<file path="src/hw/rtl/assert_macros.svh">
// ---------------------------------------------------------------------------
// assert_macros.svh
// assertion helpers shared by the rtl, clocked on clk with active-low rst_n
// ---------------------------------------------------------------------------
`ifndef ASSERT_MACROS_SVH
`define ASSERT_MACROS_SVH

// concurrent check, switched off while reset is held
`define RTE_ASSERT(label, prop, msg) \
  label: assert property (@(posedge clk) disable iff (!rst_n) prop) else $error(msg);

// concurrent check that also holds during reset
`define RTE_ASSERT_ALWAYS(label, prop, msg) \
  label: assert property (@(posedge clk) prop) else $error(msg);

`endif

</file>
<file path="src/hw/rtl/rte_pkg.sv">
// ---------------------------------------------------------------------------
// rte_pkg
// shared widths, register indexes and constants of the transposition encoder
// ---------------------------------------------------------------------------
package rte_pkg;

  localparam int DATA_W         = 8;
  localparam int KEY_LEN_W      = 4;
  localparam int KEY_BYTES      = 8;
  localparam int KEY_CHARS_W    = KEY_BYTES * DATA_W;
  localparam int CFG_DATA_W     = KEY_CHARS_W;
  localparam int CFG_IDX_W      = 2;

  localparam int RTE_MAX_KEY_LENGTH = 8;
  localparam int RTE_QUEUE_DEPTH    = 2;

  localparam logic [DATA_W-1:0] PAD_BYTE = 8'h58;  // 'X'

  // configuration register indexes
  localparam logic [CFG_IDX_W-1:0] CFG_KEY_LENGTH = 2'd0;
  localparam logic [CFG_IDX_W-1:0] CFG_KEY_CHARS  = 2'd1;

  // row queue status seen by both ends
  typedef struct packed {
    logic full;
    logic empty;
  } q_status_t;

endpackage

</file>
<file path="src/hw/rtl/rte_stream_if.sv">
// ---------------------------------------------------------------------------
// rte_stream_if
// valid/ready channels for message bytes in and ciphertext bytes out
// ---------------------------------------------------------------------------
interface rte_in_if
  import rte_pkg::*;
();
  logic              valid;
  logic              ready;
  logic [DATA_W-1:0] data_byte;
  logic              last_byte;

  modport source (output valid, output data_byte, output last_byte, input ready);
  modport sink   (input valid, input data_byte, input last_byte, output ready);
endinterface

interface rte_out_if
  import rte_pkg::*;
();
  logic              valid;
  logic              ready;
  logic [DATA_W-1:0] out_byte;
  logic              last_in_run;
  logic              message_end;

  modport source (output valid, output out_byte, output last_in_run,
                  output message_end, input ready);
  modport sink   (input valid, input out_byte, input last_in_run,
                  input message_end, output ready);
endinterface

</file>
<file path="src/hw/rtl/rte_front.sv">
// ---------------------------------------------------------------------------
// rte_front
// collects message bytes into a row, pads and hands complete rows on
// ---------------------------------------------------------------------------
module rte_front
  import rte_pkg::*;
#(
  parameter int COLS = RTE_MAX_KEY_LENGTH,
  parameter int CW   = $clog2(COLS),
  parameter int CNTW = $clog2(COLS + 1)
) (
  input  logic                   clk,
  input  logic                   rst_n,
  input  logic                   in_valid,
  output logic                   in_ready,
  input  logic [DATA_W-1:0]      in_data_byte,
  input  logic                   in_last_byte,
  input  logic [CNTW-1:0]        eff_len,
  input  q_status_t              q_status,
  output logic                   push,
  output logic [COLS*DATA_W-1:0] row_bytes,
  output logic [CNTW-1:0]        row_len,
  output logic                   row_last
);

  logic [DATA_W-1:0] row_store_r [COLS];
  logic [CNTW-1:0]   fill_r, fill_nxt;
  logic [CW-1:0]     idx;
  logic [CNTW-1:0]   new_fill;
  logic              accept;
  logic              complete;

  assign in_ready = !q_status.full;
  assign accept   = in_valid && in_ready;

  // a row left over from a longer key is dropped
  assign idx      = (fill_r >= eff_len) ? '0 : fill_r[CW-1:0];
  assign new_fill = CNTW'(idx) + CNTW'(1);
  assign complete = (new_fill >= eff_len) || in_last_byte;

  assign push     = accept && complete;
  assign row_len  = eff_len;
  assign row_last = in_last_byte;

  always_comb begin
    for (int c = 0; c < COLS; c++) begin
      if (CW'(c) == idx) begin
        row_bytes[c*DATA_W +: DATA_W] = in_data_byte;
      end else if (CW'(c) < idx) begin
        row_bytes[c*DATA_W +: DATA_W] = row_store_r[c];
      end else begin
        row_bytes[c*DATA_W +: DATA_W] = PAD_BYTE;
      end
    end
  end

  always_comb begin
    fill_nxt = fill_r;
    if (accept) begin
      fill_nxt = complete ? '0 : new_fill;
    end
  end

  always_ff @(posedge clk) begin
    if (!rst_n) begin
      fill_r <= '0;
    end else begin
      fill_r <= fill_nxt;
    end
  end

  always_ff @(posedge clk) begin
    if (accept) begin
      row_store_r[idx] <= in_data_byte;
    end
  end

endmodule

</file>
<file path="src/hw/rtl/rte_queue.sv">
// ---------------------------------------------------------------------------
// rte_queue
// short row queue between front and back, one push and one pop per cycle
// ---------------------------------------------------------------------------
module rte_queue
  import rte_pkg::*;
#(
  parameter int WIDTH = 8,
  parameter int DEPTH = RTE_QUEUE_DEPTH
) (
  input  logic             clk,
  input  logic             rst_n,
  input  logic             push,
  input  logic [WIDTH-1:0] wr_data,
  input  logic             pop,
  output logic [WIDTH-1:0] rd_data,
  output q_status_t        status
);

  localparam int PW  = (DEPTH > 1) ? $clog2(DEPTH) : 1;
  localparam int QCW = $clog2(DEPTH + 1);

  logic [WIDTH-1:0] entry_r [DEPTH];
  logic [PW-1:0]    wr_ptr_r, wr_ptr_nxt;
  logic [PW-1:0]    rd_ptr_r, rd_ptr_nxt;
  logic [QCW-1:0]   count_r, count_nxt;

  assign status.full  = (count_r == QCW'(DEPTH));
  assign status.empty = (count_r == '0);
  assign rd_data      = entry_r[rd_ptr_r];

  always_comb begin
    wr_ptr_nxt = wr_ptr_r;
    rd_ptr_nxt = rd_ptr_r;
    count_nxt  = count_r;
    if (push) begin
      wr_ptr_nxt = (wr_ptr_r == PW'(DEPTH - 1)) ? '0 : wr_ptr_r + PW'(1);
    end
    if (pop) begin
      rd_ptr_nxt = (rd_ptr_r == PW'(DEPTH - 1)) ? '0 : rd_ptr_r + PW'(1);
    end
    if (push && !pop) begin
      count_nxt = count_r + QCW'(1);
    end else if (pop && !push) begin
      count_nxt = count_r - QCW'(1);
    end
  end

  always_ff @(posedge clk) begin
    if (!rst_n) begin
      wr_ptr_r <= '0;
      rd_ptr_r <= '0;
      count_r  <= '0;
    end else begin
      wr_ptr_r <= wr_ptr_nxt;
      rd_ptr_r <= rd_ptr_nxt;
      count_r  <= count_nxt;
    end
  end

  always_ff @(posedge clk) begin
    if (push) begin
      entry_r[wr_ptr_r] <= wr_data;
    end
  end

endmodule

</file>
<file path="src/hw/rtl/rte_back.sv">
// ---------------------------------------------------------------------------
// rte_back
// ranks the key columns and sends the head row out in column-rank order
// ---------------------------------------------------------------------------
module rte_back
  import rte_pkg::*;
#(
  parameter int COLS = RTE_MAX_KEY_LENGTH,
  parameter int CW   = $clog2(COLS),
  parameter int CNTW = $clog2(COLS + 1)
) (
  input  logic                   clk,
  input  logic                   rst_n,
  input  logic [KEY_CHARS_W-1:0] key_chars,
  input  logic [CNTW-1:0]        eff_len,
  input  q_status_t              q_status,
  input  logic [COLS*DATA_W-1:0] row_bytes,
  input  logic [CNTW-1:0]        row_len,
  input  logic                   row_last,
  output logic                   pop,
  output logic                   out_valid,
  input  logic                   out_ready,
  output logic [DATA_W-1:0]      out_byte,
  output logic                   out_last_in_run,
  output logic                   out_message_end
);

  logic [CW-1:0]     rank_r   [COLS];
  logic [CW-1:0]     rank_nxt [COLS];
  logic [CW-1:0]     col_r, col_nxt;
  logic              out_valid_r, out_valid_nxt;
  logic [DATA_W-1:0] out_byte_r;
  logic              out_last_r, out_end_r;
  logic              load;
  logic              run_end;
  logic [DATA_W-1:0] sel_byte;

  // rank of a column: lower keys, and equal keys further left, come first
  always_comb begin
    logic [CNTW-1:0] cnt;
    logic [DATA_W-1:0] kc;
    logic [DATA_W-1:0] kd;
    for (int c = 0; c < COLS; c++) begin
      cnt = '0;
      kc  = key_chars[c*DATA_W +: DATA_W];
      for (int d = 0; d < COLS; d++) begin
        kd = key_chars[d*DATA_W +: DATA_W];
        if ((CNTW'(d) < eff_len) && ((kd < kc) || ((kd == kc) && (d < c)))) begin
          cnt = cnt + CNTW'(1);
        end
      end
      rank_nxt[c] = cnt[CW-1:0];
    end
  end

  always_ff @(posedge clk) begin
    rank_r <= rank_nxt;
  end

  // pick the column whose rank matches the output position
  always_comb begin
    sel_byte = '0;
    for (int c = 0; c < COLS; c++) begin
      if ((CNTW'(c) < row_len) && (rank_r[c] == col_r)) begin
        sel_byte = sel_byte | row_bytes[c*DATA_W +: DATA_W];
      end
    end
  end

  assign load    = !q_status.empty && (!out_valid_r || out_ready);
  assign run_end = (CNTW'(col_r) == row_len - CNTW'(1));
  assign pop     = load && run_end;

  always_comb begin
    col_nxt       = col_r;
    out_valid_nxt = out_valid_r;
    if (load) begin
      col_nxt       = run_end ? '0 : col_r + CW'(1);
      out_valid_nxt = 1'b1;
    end else if (out_ready) begin
      out_valid_nxt = 1'b0;
    end
  end

  always_ff @(posedge clk) begin
    if (!rst_n) begin
      col_r       <= '0;
      out_valid_r <= 1'b0;
    end else begin
      col_r       <= col_nxt;
      out_valid_r <= out_valid_nxt;
    end
  end

  always_ff @(posedge clk) begin
    if (load) begin
      out_byte_r <= sel_byte;
      out_last_r <= run_end;
      out_end_r  <= run_end && row_last;
    end
  end

  assign out_valid       = out_valid_r;
  assign out_byte        = out_byte_r;
  assign out_last_in_run = out_last_r;
  assign out_message_end = out_end_r;

endmodule

</file>
<file path="src/hw/rtl/row_transposition_encrypt_top.sv">
// ---------------------------------------------------------------------------
// row_transposition_encrypt_top
// streaming row transposition encoder with a two-row queue
// ---------------------------------------------------------------------------
// Message bytes arrive one per transfer on in_if and fill a row as wide as the
// key length (0 counts as 1, anything above the column count saturates). A full
// row, or the row that ends with last_byte (its tail padded with 'X'), leaves
// on out_if as one run of bytes in key order: columns ranked by key byte
// ascending, equal key bytes left to right. last_in_run marks the end of each
// run, message_end the end of the final run. Rate: the front takes one byte a
// cycle while the two-row queue has room; the back sends one byte a cycle from
// the head row through an output register unless out_ready holds it off. A row's
// first byte passes the queue and then the output register. Throughput is set by
// the back end's single output byte per cycle. The user must write key registers
// through cfg_we / cfg_index / cfg_wdata only while idle; the block does not enforce it.
// ---------------------------------------------------------------------------
module row_transposition_encrypt_top
  import rte_pkg::*;
#(
  parameter int MAX_KEY_LENGTH = RTE_MAX_KEY_LENGTH
) (
  input  logic                  clk,
  input  logic                  rst_n,
  rte_in_if.sink                in_if,
  rte_out_if.source             out_if,
  input  logic                  cfg_we,
  input  logic [CFG_IDX_W-1:0]  cfg_index,
  input  logic [CFG_DATA_W-1:0] cfg_wdata
);

  // only eight key bytes exist, so the row never gets wider than that
  localparam int COLS   = (MAX_KEY_LENGTH < KEY_BYTES) ? MAX_KEY_LENGTH : KEY_BYTES;
  localparam int CW     = $clog2(COLS);
  localparam int CNTW   = $clog2(COLS + 1);
  localparam int QW     = COLS * DATA_W + CNTW + 1;

  // configuration registers
  logic [KEY_LEN_W-1:0]   key_length_r;
  logic [KEY_CHARS_W-1:0] key_chars_r;
  logic [CNTW-1:0]        eff_len;

  // front to queue
  logic                   q_push;
  logic [COLS*DATA_W-1:0] f_row_bytes;
  logic [CNTW-1:0]        f_row_len;
  logic                   f_row_last;

  // queue to back
  logic                   q_pop;
  logic [QW-1:0]          q_head;
  q_status_t              q_stat;

  always_ff @(posedge clk) begin
    if (!rst_n) begin
      key_length_r <= KEY_LEN_W'(1);
      key_chars_r  <= '0;
    end else if (cfg_we) begin
      case (cfg_index)
        CFG_KEY_LENGTH: key_length_r <= cfg_wdata[KEY_LEN_W-1:0];
        CFG_KEY_CHARS:  key_chars_r  <= cfg_wdata[KEY_CHARS_W-1:0];
        default: ;  // unknown index, write dropped
      endcase
    end
  end

  // effective row width: zero means one column, too large saturates
  always_comb begin
    if (key_length_r == '0) begin
      eff_len = CNTW'(1);
    end else if (key_length_r > KEY_LEN_W'(COLS)) begin
      eff_len = CNTW'(COLS);
    end else begin
      eff_len = CNTW'(key_length_r);
    end
  end

  rte_front #(
    .COLS (COLS),
    .CW   (CW),
    .CNTW (CNTW)
  ) u_front (
    .clk          (clk),
    .rst_n        (rst_n),
    .in_valid     (in_if.valid),
    .in_ready     (in_if.ready),
    .in_data_byte (in_if.data_byte),
    .in_last_byte (in_if.last_byte),
    .eff_len      (eff_len),
    .q_status     (q_stat),
    .push         (q_push),
    .row_bytes    (f_row_bytes),
    .row_len      (f_row_len),
    .row_last     (f_row_last)
  );

  // each entry carries a padded row, its width and the message-end flag
  rte_queue #(
    .WIDTH (QW),
    .DEPTH (RTE_QUEUE_DEPTH)
  ) u_queue (
    .clk     (clk),
    .rst_n   (rst_n),
    .push    (q_push),
    .wr_data ({f_row_last, f_row_len, f_row_bytes}),
    .pop     (q_pop),
    .rd_data (q_head),
    .status  (q_stat)
  );

  rte_back #(
    .COLS (COLS),
    .CW   (CW),
    .CNTW (CNTW)
  ) u_back (
    .clk             (clk),
    .rst_n           (rst_n),
    .key_chars       (key_chars_r),
    .eff_len         (eff_len),
    .q_status        (q_stat),
    .row_bytes       (q_head[COLS*DATA_W-1:0]),
    .row_len         (q_head[COLS*DATA_W +: CNTW]),
    .row_last        (q_head[QW-1]),
    .pop             (q_pop),
    .out_valid       (out_if.valid),
    .out_ready       (out_if.ready),
    .out_byte        (out_if.out_byte),
    .out_last_in_run (out_if.last_in_run),
    .out_message_end (out_if.message_end)
  );

  // checks
`include "assert_macros.svh"

  `RTE_ASSERT(a_push_has_room, q_push |-> !q_stat.full, "row pushed into a full queue")
  `RTE_ASSERT(a_pop_has_row, q_pop |-> !q_stat.empty, "row popped from an empty queue")
  `RTE_ASSERT(a_end_closes_run, (out_if.valid && out_if.message_end) |-> out_if.last_in_run, "message end inside a run")
  `RTE_ASSERT_ALWAYS(a_reset_empty, !rst_n |=> (q_stat.empty && !out_if.valid), "not empty after reset")

endmodule
</file>
<file path="src/flat_wrapper.sv">
// flat-port wrapper written by rule: the top's interface ports become plain ports
module row_transposition_encrypt_top_flat import rte_pkg::*;
#(
  parameter int MAX_KEY_LENGTH = RTE_MAX_KEY_LENGTH
)
  (clk, rst_n, cfg_we, cfg_index, cfg_wdata, in_if_valid, in_if_data_byte, in_if_last_byte, in_if_ready, out_if_valid, out_if_out_byte, out_if_last_in_run, out_if_message_end, out_if_ready);
  rte_in_if in_if_i ();
  rte_out_if out_if_i ();
  input  logic clk;
  input  logic rst_n;
  input  logic cfg_we;
  input  logic [CFG_IDX_W-1:0] cfg_index;
  input  logic [CFG_DATA_W-1:0] cfg_wdata;
  input wire logic [$bits(in_if_i.valid)-1:0] in_if_valid;
  input wire logic [$bits(in_if_i.data_byte)-1:0] in_if_data_byte;
  input wire logic [$bits(in_if_i.last_byte)-1:0] in_if_last_byte;
  output wire logic [$bits(in_if_i.ready)-1:0] in_if_ready;
  output wire logic [$bits(out_if_i.valid)-1:0] out_if_valid;
  output wire logic [$bits(out_if_i.out_byte)-1:0] out_if_out_byte;
  output wire logic [$bits(out_if_i.last_in_run)-1:0] out_if_last_in_run;
  output wire logic [$bits(out_if_i.message_end)-1:0] out_if_message_end;
  input wire logic [$bits(out_if_i.ready)-1:0] out_if_ready;
  assign in_if_i.valid = in_if_valid;
  assign in_if_i.data_byte = in_if_data_byte;
  assign in_if_i.last_byte = in_if_last_byte;
  assign in_if_ready = in_if_i.ready;
  assign out_if_valid = out_if_i.valid;
  assign out_if_out_byte = out_if_i.out_byte;
  assign out_if_last_in_run = out_if_i.last_in_run;
  assign out_if_message_end = out_if_i.message_end;
  assign out_if_i.ready = out_if_ready;
  row_transposition_encrypt_top #(.MAX_KEY_LENGTH(MAX_KEY_LENGTH)) u_core (.clk(clk), .rst_n(rst_n), .in_if(in_if_i), .out_if(out_if_i), .cfg_we(cfg_we), .cfg_index(cfg_index), .cfg_wdata(cfg_wdata));
endmodule
</file>
<file path="config.mk">
export PLATFORM = sky130hd
export DESIGN_NAME = row_transposition_encrypt_top_flat
export DESIGN_NICKNAME = d
export VERILOG_FILES = /design/src/hw/rtl/rte_pkg.sv /design/src/hw/rtl/rte_stream_if.sv /design/src/hw/rtl/rte_front.sv /design/src/hw/rtl/rte_queue.sv /design/src/hw/rtl/rte_back.sv /design/src/hw/rtl/row_transposition_encrypt_top.sv /design/src/flat_wrapper.sv
export VERILOG_INCLUDE_DIRS = /design/src /design/src/hw/rtl
export SDC_FILE = /design/constraint.sdc
export NUM_CORES = 1
export LEC_CHECK = 0
export BUFFER_PORTS_ARGS = -buffer_cell sky130_fd_sc_hd__buf_2
export CAP_MARGIN = 20
export CORE_UTILIZATION = 60
export DETAILED_ROUTE_END_ITERATION = 8
export PLACE_DENSITY = 0.84
export SYNTH_ARGS = -nofsm -noshare
export SYNTH_HDL_FRONTEND = slang
export SYNTH_SLANG_ARGS = --single-unit
</file>
<file path="constraint.sdc">
create_clock -name clk -period 21.2 [get_ports clk]
set_clock_uncertainty 0.1 [all_clocks]
set_input_delay 1.06 -clock clk [delete_from_list [all_inputs] [get_ports clk]]
set_output_delay 1.06 -clock clk [all_outputs]
set_load 0.005 [all_outputs]
</file>
# Yosys cells after proc, flatten, opt, wreduce, memory -nomap -nowiden

Memories as Yosys holds them, arrays and structs flattened. A register that Yosys moved wholly into a read port is not among the register bits.
Index checks and enable logic that the tools add are counted.

Register bits: 114
RAM bits: 202
Logic and storage cells: 455
Output and inout port bits: 12
Memories kept: 2
Bits of input ports: 80

Bitwise operators: 7
Magnitude comparators: 91
Mux-type cells: 105
Equality and inequality tests: 46
Add/sub/neg operators: 63
Reductions and logical operators: 122

Memories:

| memory                     | words | width | rd ports | clocked after Yosys merged registers in | write ports | RTL line        | text |
|---|---|---|---|---|---|---|---|
| u_core.u_queue.entry_r     | 2     | 69    | 1        | 1                                       | 1           | rte_queue.sv:23 | `logic [WIDTH-1:0] entry_r [DEPTH];` |
| u_core.u_front.row_store_r | 8     | 8     | 8        | 0                                       | 1           | rte_front.sv:26 | `logic [DATA_W-1:0] row_store_r [COLS];` |

Operators by type and width:

| kind                                                                 | count |
|---|---|
| 8-bit < comparator                                                   | 64 |
| 8-bit equality test                                                  | 28 |
| 8-bit 2-to-1 mux                                                     | 24 |
| 3-bit 2-to-1 mux                                                     | 50 |
| 3-bit by 1-bit adder with 3-bit output, second input constant        | 41 |
| 1-bit logical AND                                                    | 79 |
| 8-bit OR                                                             | 7 |
| 3-bit by 4-bit < comparator with 1-bit output, first input constant  | 8 |
| 1-bit logical OR                                                     | 30 |
| 2-bit by 1-bit adder with 3-bit output, second input constant        | 8 |
| 3-bit equality test                                                  | 8 |
| 2-bit 2-to-1 mux                                                     | 10 |
| 1-bit 2-to-1 mux                                                     | 18 |
| 1-bit by 1-bit adder with 2-bit output, second input constant        | 8 |
| 1-bit by 4-bit < comparator with 1-bit output, first input constant  | 4 |
| 2-bit by 4-bit < comparator with 1-bit output, first input constant  | 4 |
| 3-bit equality test, first input constant                            | 4 |
| 3-bit < comparator, first input constant                             | 4 |
| 4-bit 2-to-1 mux                                                     | 3 |
| 4-bit greater-or-equal comparator                                    | 2 |
| 2-bit by 3-bit equality test with 1-bit output, first input constant | 2 |
| 1-bit by 3-bit < comparator with 1-bit output, first input constant  | 2 |
| 2-bit by 3-bit < comparator with 1-bit output, first input constant  | 2 |
| 1-bit zero test                                                      | 5 |
| 15 further kinds                                                     | 19 |

# Depth between registers and ports, before layout

Depth in word-level cells: 20
Gate-level depth with buffers: 27

# By module

From an unflattened synthesis, not the netlist that was laid out.

Cells, all modules: 2089
Area, all modules: 21433.1 µm²

Modules (own cells, without submodules):

| module                        | instances | cells each | seq. area each (µm²) | area an instance (µm²) |
|---|---|---|---|---|
| rte_back                      | 1         | 1245       | 860.8                | 10202.3 |
| rte_queue                     | 1         | 237        | 4244.1               | 5237.5 |
| rte_front                     | 1         | 308        | 1761.7               | 3248.1 |
| row_transposition_encrypt_top | 1         | 299        | 1361.3               | 2745.1 |

# Worst setup path after synthesis

No wires, ideal clock.

Path kind: register to register
Start point: register u_core.key_length_r[3]
End point: memory u_core.u_queue.entry_r[0][0] (netlist name) (enable)
Stages on the path, launching flop included: 18
Arrival: 8332 ps
Setup slack: 12185 ps
Setup time: 583 ps
Period minus slack after synthesis: 9015 ps
Cell sequence: dfxtp_1 -> clkbuf_1 -> clkbuf_1 -> nor2_1 -> ha_1 -> nand2b_1 -> a21o_1 -> a21o_1 -> a21oi_1 -> and2_1 -> clkbuf_1 -> clkbuf_1 -> ha_1 -> ha_1 -> ha_1 -> a21o_1 -> a211oi_1 -> nor3_1

Word-level cells in the longest chain between the ends: 11
Elaborated cells between the ends (all ways): 12
Those cells by class: add/sub (1); order compare (3); mux (5); reduce/logical (3)

RTL lines:

| what                                       | RTL line                            | text |
|---|---|---|
| start: declaration                         | row_transposition_encrypt_top.sv:38 | `logic [KEY_LEN_W-1:0] key_length_r;` |
| start signal: assignment                   | row_transposition_encrypt_top.sv:59 | `CFG_KEY_LENGTH: key_length_r <= cfg_wdata[KEY_LEN_W-1:0];` |
| 4-bit > comparator                         | row_transposition_encrypt_top.sv:70 | `end else if (key_length_r > KEY_LEN_W'(COLS)) begin` |
| 4-bit 2-to-1 mux                           | row_transposition_encrypt_top.sv:70 |  |
| 4-bit 2-to-1 mux (*)                       | row_transposition_encrypt_top.sv:68 | `if (key_length_r == '0) begin` |
| net u_core.eff_len[0]                      | row_transposition_encrypt_top.sv:40 | `logic [CNTW-1:0] eff_len;` |
| 4-bit greater-or-equal comparator          | rte_front.sv:37                     | `assign idx = (fill_r >= eff_len) ? '0 : fill_r[CW-1:0];` |
| 3-bit 2-to-1 mux                           | rte_front.sv:37                     |  |
| 3-bit by 1-bit adder with 4-bit output     | rte_front.sv:38                     | `assign new_fill = CNTW'(idx) + CNTW'(1);` |
| 4-bit greater-or-equal comparator (*)      | rte_front.sv:39                     | `assign complete = (new_fill >= eff_len) \|\| in_last_byte;` |
| 1-bit logical OR (*)                       | rte_front.sv:39                     |  |
| 1-bit logical AND (*)                      | rte_front.sv:41                     | `assign push = accept && complete;` |
| 1-bit 2-to-1 mux (*)                       | rte_queue.sv:62                     | `if (push) begin` |
| 1-bit 2-to-1 mux (not written as such) (*) | rte_queue.sv:63                     | `entry_r[wr_ptr_r] <= wr_data;` |
| end: declaration                           | rte_queue.sv:23                     |  |

Mark *: on every way through the listed nets, which the timed path passes. The rest lies on a longest branch.

# Worst setup path after layout

Start point: register u_core.key_length_r[3]
End point: memory u_core.u_queue.entry_r[1][33] (netlist name) (enable)

Word-level cells in the longest chain between the ends: 11
Elaborated cells between the ends (all ways): 12
Those cells by class: add/sub (1); order compare (3); mux (5); reduce/logical (3)

RTL lines:

| what                                       | RTL line                            | text |
|---|---|---|
| 4-bit > comparator                         | row_transposition_encrypt_top.sv:70 |  |
| 4-bit 2-to-1 mux                           | row_transposition_encrypt_top.sv:70 |  |
| 4-bit 2-to-1 mux (*)                       | row_transposition_encrypt_top.sv:68 |  |
| 4-bit greater-or-equal comparator          | rte_front.sv:37                     |  |
| 3-bit 2-to-1 mux                           | rte_front.sv:37                     |  |
| 3-bit by 1-bit adder with 4-bit output     | rte_front.sv:38                     |  |
| 4-bit greater-or-equal comparator (*)      | rte_front.sv:39                     |  |
| 1-bit logical OR (*)                       | rte_front.sv:39                     |  |
| 1-bit logical AND (*)                      | rte_front.sv:41                     |  |
| net u_core.q_push                          | row_transposition_encrypt_top.sv:43 | `logic q_push;` |
| 1-bit 2-to-1 mux (*)                       | rte_queue.sv:62                     |  |
| 1-bit 2-to-1 mux (not written as such) (*) | rte_queue.sv:63                     |  |

Marked as above.

==> run metrics <==
status=finished, final reports clean; setup bufs post-CTS=0; Post-synth top cells=ha_1, nand2_1, edfxtp_1; Initial Utilization=0.6138; Synth area leaders=edfxtp_1, ha_1, dfxtp_1; Max-Cap Viols=0; H-tree depth=1; compound-cell area share of the yosys netlist=0.1434; Syn Area/Cell=10.31 µm²; Worst R2R End=u_core.u_queue.entry_r[1][33]$_DFFE_PP_; Crit Path Max Fanout=65; Worst Path Arrival=5880 ps; routability congestion estimate from global placement=0.9309; ys async rst share=0; most common cell in the netlist=ha_1; placed inst area=20340 µm²; Tot GR Track Use=0.3035; Fillers=2265; Post-Synth Adder-Cell Area=0.1851; Pre-antenna DRT Iters=8; cells after synthesis=1889; post-synthesis sequential area ratio=0.4226; grt ovf=0; initial antenna violation count=3; f_max=173.8 MHz; Synth warnings=0; Final WS setup=15450 ps; worst hold stages=2; worst-skew pair later-pin latency=600 ps; die area=33180 µm²; XOR/XNOR Fraction of Synth Area=0.04492; Hold Path End=u_core.key_chars_r[63]$_SDFFE_PN0P_; CTS Root Cell=clkbuf_16; hold_buf cts=0; largest area contributor in the netlist=edfxtp_1; fin crit period=5754 ps; DR WL/cell=21.13 µm; static leakage=8.539 nW; share of the synthesized area in the top cell type=0.3146; global-route wire length before repair=78.55 mm; pin count of the biggest net entering global routing=82; CTS tree=built; Num CTS Buffers=31; hold_sp=u_core.key_chars_r[63]$_SDFFE_PN0P_; Netlist cell types=60; Worst slew margin=0.3578; final setup TNS=0 ps; # nets final=2343; Place WS=15550 ps; DIE WIDTH=182.1 µm; power density cells=92.50 nW/µm²; die extent in y=182.1 µm; Min-Delay Path Class=reg2reg; Main synth FF type=edfxtp_1; IO Port Bufs=91; share of layout cells above drive strength 1=0.1105; # rows=65; RR Startpoint=u_core.key_length_r[3]$_SDFFE_PN0P_; HPWL after DPL=36.62 mm; # clock sinks=309; core area=31720 µm²; CTS max path bufs=3; Synth-to-Final Area Change=10.04%; Slew Limit Fails=0; mux contribution to synthesized area=0.04004; I/O Pins=92; R2R cell count=15; design area=21430 µm²; post-synthesis sequential element count=309; CP endpoint kind=register; ANT nets after route=0; Post-Synth Simple-Gate Area=0.1328; Worst EP required=21320 ps; Post-Synthesis Cell Area=19470 µm²; RSZ-0062 raised after global routing=no; routed vias=15330; 1st-iter DRT viols=1627; CP Launch Type=register; Resized Gates After CTS=0; Synth Net Count=2257; largest family of logic cells by synthesized area=adder cells; final wirelength=50.78 mm; DRC viols=0; final worst path period share=0.2714; worst-case vdd ir drop=0.00007329 V; worst setup path category=reg2reg; Fin. Hold Viols=0; Post-synth EDFFs=204; Reg clk slew, reported paths=60 ps; Tightest Pin Transition=959.7 ps; Reg2Reg Setup Slack=15450 ps; final setup fails=0; routed vias/inst=6.381; vias in the first global route=14780
## cells by family (layout without fill, tap and decap cells)
logic type,after synthesis,count (layout)
and+or+nand+nor,543,543
AOI/OAI and AO/OA,417,417
DFF,309,309
adders and majority gates,288,288
buffers and inverters,159,270
xor gates and xnor gates,99,99
muxes,74,74
other,0,1
## through the flow
stage	instances	utilization	power, mW	hold WS (ps)
after floorplan	1889	-	1.199	343.5
after global placement	2340	0.6411	1.375	354.0
after detailed placement	2341	0.6414	1.408	359.3
after CTS	2399	0.6743	1.972	371.0
after global routing	2403	0.6755	2.069	391.7
final	2403	0.6755	1.982	367.8
## cells in the final DEF (no fill, tap or decap), types with 36 or more instances in the layout
cell type | Yosys | routed
buf_2 | 6 | 91
inv_1 | 103 | 103
dfxtp_1 | 105 | 104
nand4_1 | 45 | 45
o21ai_0 | 63 | 63
nand2_1 | 249 | 249
nor2_1 | 61 | 61
a21boi_0 | 67 | 67
ha_1 | 288 | 288
nand3_1 | 36 | 36
mux2i_1 | 43 | 43
a21oi_1 | 101 | 101
edfxtp_1 | 204 | 204
xor2_1 | 36 | 36
xnor2_1 | 62 | 62
## final cells by class
cell class,instances,area (µm²),share of cell area
inverters,105,394.1,0.01840
clock inverters,15,172.7,0.008059
flip-flops and latches,309,8229,0.3841
diodes,1,2.502,0.0001168
well taps,402,503.0,0.02348
multi-input cells,1421,10660,0.4977
clock buffers,43,872.1,0.04070
repair buffers,107,588.1,0.02745
## report_power, final
part | leakage (nW) | switching [mW] | internal, mW | total (mW)
clock network | 0.527 | 0.240 | 0.325 | 0.565
logic | 5.37 | 0.399 | 0.252 | 0.652
registers | 2.64 | 0.0386 | 0.727 | 0.765
## worst max-delay path by stage
stage                                              startpoint                                       to  slack [ps]  depth (start not counted)
after floorplan           u_core.key_length_r[3]$_SDFFE_PN0P_   u_core.u_queue.entry_r[0][0]$_DFFE_PP_       12190                         17
after global placement    u_core.key_length_r[3]$_SDFFE_PN0P_   u_core.u_queue.entry_r[1][9]$_DFFE_PP_       15740                         15
after detailed placement  u_core.key_length_r[3]$_SDFFE_PN0P_  u_core.u_queue.entry_r[1][41]$_DFFE_PP_       15550                         15
after CTS                 u_core.key_length_r[3]$_SDFFE_PN0P_  u_core.u_queue.entry_r[1][49]$_DFFE_PP_       15490                         15
after global routing      u_core.key_length_r[3]$_SDFFE_PN0P_  u_core.u_queue.entry_r[1][12]$_DFFE_PP_       15040                         15
final                     u_core.key_length_r[3]$_SDFFE_PN0P_  u_core.u_queue.entry_r[1][33]$_DFFE_PP_       15450                         15
## layer usage
| layer | track usage | wire length [µm] | vias to the layer above |
|---|---|---|---|
| met5 | 0 | 0 | - |
| met3 | 0.05388 | 4938 | 189 |
| li1 | - | - | 7123 |
| met4 | 0.1294 | 2176 | 0 |
| met2 | 0.4808 | 22690 | 768 |
| met1 | 0.4101 | 20980 | 7254 |
## worst max-delay path: stages (launching register included)
cell,delay [ps]
dfxtp_1,770
inv_1,250
nand2_1,200
ha_1,250
a21o_1,150
a21o_1,170
a21oi_1,370
and2_1,570
ha_1,360
ha_1,280
a21o_1,160
a21o_1,170
a211oi_1,630
nor2_1,200
and2_2,300
buf_4,380
## flip-flops by register name, indices dropped and copies added (netlist names), 3 cells and up, named ones only
name and cells:
u_core.u_back.out_byte 8, u_core.u_back.rank_r 24, u_core.u_back.col_r 3, u_core.key_chars_r 64, u_core.u_front.row_store_r 56, u_core.u_queue.entry_r 138
u_core.u_front.fill_r 4, u_core.key_length_r 4
Note: power is estimated with default switching activity, not from simulation.
